### config.mk
export PLATFORM = sky130hd
export DESIGN_NAME = grc_div
export DESIGN_NICKNAME = d
export VERILOG_FILES = /design/src/rtl/grid_raycast_closest_target_core_assert.svh /design/src/rtl/grc_pkg.sv /design/src/rtl/grc_div.sv
export SDC_FILE = /design/constraint.sdc
export NUM_CORES = 1
export LEC_CHECK = 0
export ABC_AREA = 1
export BUFFER_PORTS_ARGS = -buffer_cell sky130_fd_sc_hd__buf_2
export CAP_MARGIN = 20
export CORE_ASPECT_RATIO = 1.25
export CORE_MARGIN = 8
export CORE_UTILIZATION = 50
export CTS_CLUSTER_DIAMETER = 120
export CTS_CLUSTER_SIZE = 12
export DETAILED_ROUTE_END_ITERATION = 6
export PLACE_DENSITY = 0.7
export SKIP_LAST_GASP = 1
export SYNTH_ARGS = -nofsm -noshare
export SYNTH_HDL_FRONTEND = slang
export SYNTH_SLANG_ARGS = --single-unit
export TNS_END_PERCENT = 30
### constraint.sdc
create_clock -name clk_i -period 5.9 [get_ports clk_i]
set_clock_uncertainty 0.2 [all_clocks]
set_input_delay 1.18 -clock clk_i [delete_from_list [all_inputs] [get_ports clk_i]]
set_output_delay 1.18 -clock clk_i [all_outputs]
set_load 0.05 [all_outputs]
### src/rtl/grid_raycast_closest_target_core_assert.svh
// ----------------------------------------------------------------------------
// Assertion macros for the grid ray cast core
// Clocked concurrent assertions on clk_i, with and without reset gating.
// ----------------------------------------------------------------------------
`ifndef GRID_RAYCAST_CLOSEST_TARGET_CORE_ASSERT_SVH
`define GRID_RAYCAST_CLOSEST_TARGET_CORE_ASSERT_SVH

// Check prop on every clock edge outside reset
`define GRC_ASSERT(lbl, prop, msg) \
  lbl: assert property (@(posedge clk_i) disable iff (!rst_ni) (prop)) else $error(msg);

// Check prop on every clock edge, reset included
`define GRC_ASSERT_ALWAYS(lbl, prop, msg) \
  lbl: assert property (@(posedge clk_i) (prop)) else $error(msg);

`endif

### src/rtl/grc_pkg.sv
// ----------------------------------------------------------------------------
// grc_pkg
// Types and constants shared by the grid ray cast core and its divider.
// ----------------------------------------------------------------------------
package grc_pkg;

  localparam int unsigned SIDE_W = 64;  // side distance, units 2^-24
  localparam int unsigned LEN_W  = 33;  // step length, units 2^-16
  localparam int unsigned INC_W  = 41;  // step length times 256

  localparam logic [1:0] OP_MAP    = 2'd0;
  localparam logic [1:0] OP_TARGET = 2'd1;
  localparam logic [1:0] OP_FIRE   = 2'd2;

  typedef enum logic [15:0] {
    ST_IDLE  = 16'h0001,
    ST_CLEAR = 16'h0002,
    ST_DIVX  = 16'h0004,
    ST_DIVY  = 16'h0008,
    ST_INITX = 16'h0010,
    ST_INITY = 16'h0020,
    ST_STEP  = 16'h0040,
    ST_CHK   = 16'h0080,
    ST_DIST  = 16'h0100,
    ST_TLOAD = 16'h0200,
    ST_TM0   = 16'h0400,
    ST_TM1   = 16'h0800,
    ST_TM2   = 16'h1000,
    ST_TM3   = 16'h2000,
    ST_TCMP  = 16'h4000,
    ST_OUT   = 16'h8000
  } state_e;

endpackage

### src/rtl/grc_div.sv
// ----------------------------------------------------------------------------
// grc_div
// Restoring divider for the DDA step length: q = 2^30 / a, 2^32 for a of 0.
// ----------------------------------------------------------------------------
module grc_div
  import grc_pkg::*;
(
  input  logic             clk_i,
  input  logic             rst_ni,
  input  logic             start_i,
  input  logic [15:0]      a_i,
  output logic             done_o,
  output logic [LEN_W-1:0] q_o
);

  logic [15:0]      a_q;
  logic [15:0]      rem_q;
  logic [LEN_W-1:0] q_q;
  logic [4:0]       cnt_q;
  logic             busy_q;
  logic             done_q;
  logic [16:0]      trial;

  // Numerator is 2^30: its only set bit enters on the first iteration
  assign trial = {rem_q, (cnt_q == 5'd30)};

  always_ff @(posedge clk_i or negedge rst_ni) begin
    if (!rst_ni) begin
      busy_q <= 1'b0;
      done_q <= 1'b0;
      cnt_q  <= 5'd0;
    end else begin
      done_q <= 1'b0;
      if (start_i && !busy_q) begin
        busy_q <= (a_i != 16'd0);
        done_q <= (a_i == 16'd0);
        cnt_q  <= 5'd30;
      end else if (busy_q) begin
        cnt_q <= cnt_q - 5'd1;
        if (cnt_q == 5'd0) begin
          busy_q <= 1'b0;
          done_q <= 1'b1;
        end
      end
    end
  end

  always_ff @(posedge clk_i) begin
    if (start_i && !busy_q) begin
      a_q   <= a_i;
      rem_q <= 16'd0;
      q_q   <= (a_i == 16'd0) ? {1'b1, {(LEN_W-1){1'b0}}} : '0;
    end else if (busy_q) begin
      if (trial >= {1'b0, a_q}) begin
        rem_q      <= 16'(trial - {1'b0, a_q});
        q_q[cnt_q] <= 1'b1;
      end else begin
        rem_q <= trial[15:0];
      end
    end
  end

  assign done_o = done_q;
  assign q_o    = q_q;

endmodule

# ---- Word-level counts from Yosys, hierarchy flattened
# Cells that the tools add are included.
dict set report word_totals {
  regBits 72
  word_cells 37
}
dict set report classes {
  order_cmp 3
  n_bitwise 1
  eq_ne 1
  muxes 15
  n_addsub 2
  n_reduce_logical 9
}
# cell n
set op_table {}
lappend op_table {{2-to-1 mux 33 bit} 4}
lappend op_table {{OR 33 x 32 -> 33 bit} 1}
lappend op_table {{greater-or-equal comparator 17 x 16 -> 1 bit} 1}
lappend op_table {{zero test 16 bit} 1}
lappend op_table {{2-to-1 mux 16 bit} 1}
lappend op_table {{nonzero test 16 bit} 1}
lappend op_table {{subtractor 16 bit} 1}
lappend op_table {{2-to-1 mux 5 bit} 2}
lappend op_table {{less-than comparator 5 x 7 -> 1 bit (second input constant)} 1}
lappend op_table {{2-to-1 mux 1 bit} 7}
lappend op_table {{demux 1 bit (select 5 bit)} 1}
lappend op_table {{equality test 5 bit (second input constant)} 1}
lappend op_table {{greater-or-equal comparator 5 x 1 -> 1 bit (second input constant)} 1}
lappend op_table {{zero test 5 bit} 1}
lappend op_table {{subtractor 5 x 1 -> 5 bit (second input constant)} 1}
lappend op_table {{nonzero test 2 bit} 2}
lappend op_table {{logical AND 1 bit} 2}
lappend op_table {{AND reduction 2 bit} 1}
lappend op_table {{zero test 1 bit} 1}

# ---- Logic depth before layout (Yosys ltp)
dict set report depth {
  ltp_word 8
  mapped_depth 16
  mapped_depth_nobuf 15
}

# ---- Worst setup path before layout
# OpenSTA, ideal clock, no wires.
dict set report synth_path {
  kind {flip-flop to flip-flop}
  start {register cnt_q[4]}
  end {register q_q[0], in the netlist q_o[0] (enable)}
  path_stages_with_launch 14
  setup_ns 0.389
  synth_period_minus_slack_ns 3.055
  path_slack_ns 2.845
  arrival_ns 2.466
  n_path_buf 1
  path_cell_list {dfrtp_1 > clkbuf_2 > inv_1 > nor3_1 > nand2_1 > ha_1 > nand2_1 > inv_1 > nand4_1 > nor2_2 > nor2_4 > nand2_8 > nand2_2 > nand2_1}
}
dict set report synth_via {
  elab_chain_cells 4
}
# item line
set synth_lines {}
lappend synth_lines {{from (decl)} grc_div.sv:19} ;# logic [4:0] cnt_q;
lappend synth_lines {{from (signal assigned)} grc_div.sv:39} ;# cnt_q <= cnt_q - 5'd1;
lappend synth_lines {{equality test 5 bit} grc_div.sv:25} ;# assign trial = {rem_q, (cnt_q == 5'd30)};
lappend synth_lines {{greater-or-equal comparator 17 x 16 -> 1 bit} grc_div.sv:54} ;# if (trial >= {1'b0, a_q}) begin
lappend synth_lines {{nonzero test 2 bit (no line)} --}
lappend synth_lines {{AND reduction 2 bit (no line)} --}
lappend synth_lines {{to (signal assigned)} grc_div.sv:52} ;# q_q <= (a_i == 16'd0) ? {1'b1, {(LEN_W-1){1'b0}}} : '0;
lappend synth_lines {{to (decl)} grc_div.sv:18} ;# logic [LEN_W-1:0] q_q;
# Every way passes these cells.
# A chain may end at the register's enable or synchronous reset.

# ---- Worst setup path after layout
dict set report layout_path {
  start {register cnt_q[2]}
  end {register q_q[28], in the netlist q_o[28] (enable)}
}
# The elaborated chain is that of the path after synthesis.

==> run_results.csv <==
group,metric,value,unit
setup_path,cp-end-kind,"flop",
logic_synthesis,synth_top_area_frac,0.3437,
final_layout,drive_gt1_frac,0.1681,
place,port_buffers,52,
timing,max-slew-margin-rel,0.6250,
floorplan,core-area,8287,sq um
setup_path,arrival,3.01,ns
final_layout,seqCellArea,1967,sq um
drt,ant_nets,0,
logic_synthesis,async_flop_share,0.09722,
grt,grt_pass1_wl,17240,microns
timing,min_period,3.216,ns
final_layout,antenna_cells,0,
clock_network,cts.repair.resized,0,
logic_synthesis,syn_inst,528,
drt,wirelength,10330,microns
timing,slew_viol_final,0,
timing,max_freq,311.0,MHz
setup_path,cp-endpoint,"q_o[28]$_SDFFCE_PP0P_",
hold_path,hold_class,"reg2reg",
place,detailed_place_hpwl,7939,microns
logic_synthesis,yosysMostFrequentCell,"nand2_1",
logic_synthesis,synth_area_leaders,"edfxtp_1 (34%), nand2_1 (13%), inv_1 (8.4%), dfxtp_1 (7.5%), ha_1 (5.8%)",
logic_synthesis,ys_seq_area_frac,0.4594,
timing,post-route-period-util,0.5451,
setup_path,worstPathRequired,5.70,ns
clock_network,clock-sinks,72,
final_layout,fin_nets,618,
hold_path,min_path_cells,2,
clock_network,cts.path.max_buffers,2,
status,status,"finished, final reports clean",
drt,via_per_inst,5.300,
setup_path,worstSetupPathType,"reg2reg",
logic_synthesis,netlist_area,4282,sq um
setup_path,cp_max_fo,32,
clock_network,clk_latency,0.35,ns
timing,setup_viol,0,
clock_network,htreeDepth,3,
clock_network,clkSlewWorstSetupHoldPaths,0.07,ns
timing,hold_viol_final,0,
clock_network,postCtsSetupRepairBufs,0,
logic_synthesis,synth_fp_nets,568,
floorplan,die-height,119.5,microns
floorplan,start_util,0.5167,
setup_path,rrSetupSlack,2.68,ns
logic_synthesis,synth_area_leader_cell,"edfxtp_1",
logic_synthesis,ys_types,34,
drt,post_drt_wl_per_cell,15.19,microns
logic_synthesis,synth_ff_type,"edfxtp_1",
setup_path,r2r.worst_path.cells,13,
logic_synthesis,synth_seq_cells,72,
timing,rsz0062_at_grt,"no",
drt,vias,3604,
flow_run,maxCapViolations,0,
grt,grt_pass1_vias,3720,
final_layout,n_fill_cell,760,
floorplan,placementRows,37,
timing,tightest_slew,0.5625,ns
drt,drt_iter0_drc,207,
grt,gr-total-overflow,0,
final_layout,multi_input_area,1858,sq um
setup_path,startpoint,"cnt_q[2]$_DFFE_PN0P_",
clock_network,cts_buffers,9,
setup_path,startpoint_type,"flop",
logic_synthesis,synthTopCellsByCount,"nand2_1 (149), inv_1 (96), edfxtp_1 (49)",
final_layout,areaGrowthSynthToFinish,11.28,%
logic_synthesis,synth_edf_count,49,
floorplan,num_io_pins,53,
logic_synthesis,ys_warn_count,0,
place,gp_congestion,0.9073,
clock_network,postCtsHoldBufs,0,
grt,grt_max_degree,52,
clock_network,cts_tree,"built",
setup_path,timing.rr.start,"cnt_q[2]$_DFFE_PN0P_",
timing,fin_setup_tns,0,ns
setup_path,r2r_end,"q_o[28]$_SDFFCE_PP0P_",
floorplan,dieArea,11800,sq um
grt,grt.total_usage,0.1825,
drt,drc,0,
drt,dr.pass1.iters,4,
floorplan,die_w,98.77,microns
clock_network,root_buffer,"clkbuf_8",
logic_synthesis,post_synth.cell_area_avg,8.109,sq um
grt,antenna_found_initial,0,
worst max-delay path, stage by stage (launching register included):
cell	delay, ns
dfrtp_1	0.41
inv_1	0.14
nor3_1	0.44
nand2_1	0.16
ha_1	0.32
nand2_1	0.05
inv_1	0.06
nand4_1	0.10
nor2_2	0.15
nor2_4	0.11
nand2_8	0.16
nand2_2	0.10
nand2_1	0.08
buf_4	0.36
cell usage in the layout (no fill, tap or decap), types with 2 or more instances in the layout:
cell / count
a21oi_1: 39
clkbuf_8: 10
edfxtp_1: 49
nor2_2: 2
dfrtp_1: 7
dfxtp_1: 16
buf_4: 4
nand2_1: 149
and2_1: 2
nor2_4: 3
nand3b_2: 2
nand3_2: 16
inv_2: 2
inv_1: 96
nand2_2: 5
nor2_1: 26
nor4_1: 4
nand3_1: 28
nand4_1: 19
nor3_1: 7
ha_1: 20
buf_2: 52
xor2_1: 6
o21ai_0: 6
clkbuf_1: 5
registers in the layout (all words and copies together), names as in the netlist:
name,flops
rem_q,16
cnt_q,5
done_o,1
a_q,16
q_o,33
busy_q,1
through the flow:
step           setup slack, ns  area [sq um]  utilization  instances  hold slack (ns)
2_1_floorplan            2.845          4282            -        528           0.2395
3_3_place_gp             2.817          4604       0.5556        664           0.2616
3_5_place_dp             2.697          4604       0.5556        664           0.2608
4_1_cts                  2.685          4765       0.5750        680           0.2732
5_1_grt                  2.379          4765       0.5750        680           0.2913
6_report                 2.684          4765       0.5750        680           0.2691
cells by family after synthesis:
kind of cell             count (synthesis)  synth area share
AND/OR/NAND/NOR                        266            0.2987
buffers and inverters                  115            0.1084
flip-flops                              72            0.4594
AO/OA/AOI/OAI                           47           0.05611
adder cells (fa/ha/maj)                 21           0.06312
XOR/XNOR                                 7           0.01432
worst min-delay path by stage:
stage | startpoint | to | slack [ns]
global placement | rem_q[15]$_SDFFE_PP0P_ | rem_q[15]$_SDFFE_PP0P_ | 0.26
CTS | rem_q[15]$_SDFFE_PP0P_ | rem_q[15]$_SDFFE_PP0P_ | 0.27
global route | rem_q[15]$_SDFFE_PP0P_ | rem_q[15]$_SDFFE_PP0P_ | 0.29
floorplan | rem_q[15]$_SDFFE_PP0P_ | rem_q[15]$_SDFFE_PP0P_ | 0.24
detailed placement | rem_q[15]$_SDFFE_PP0P_ | rem_q[15]$_SDFFE_PP0P_ | 0.26
finish | rem_q[15]$_SDFFE_PP0P_ | rem_q[15]$_SDFFE_PP0P_ | 0.27
layout make-up:
cell class / count / area share
multi-input cells: 341 / 0.3900
inverters: 98 / 0.07721
well taps: 97 / 0.02547
flip-flops and latches: 72 / 0.4128
repair buffers: 56 / 0.06092
clock inverters: 1 / 0.0007878
clock buffers: 15 / 0.03283
metal layers:
metal,global-route usage,wire [microns]
met4,0.08085,303
met2,0.3294,5363
met5,0,0
met3,0.04953,424
met1,0.1931,4242
Power is left out: the tool's default activity adds up to more than one toggle a clock period on the data nets, which glitch-free logic cannot reach.
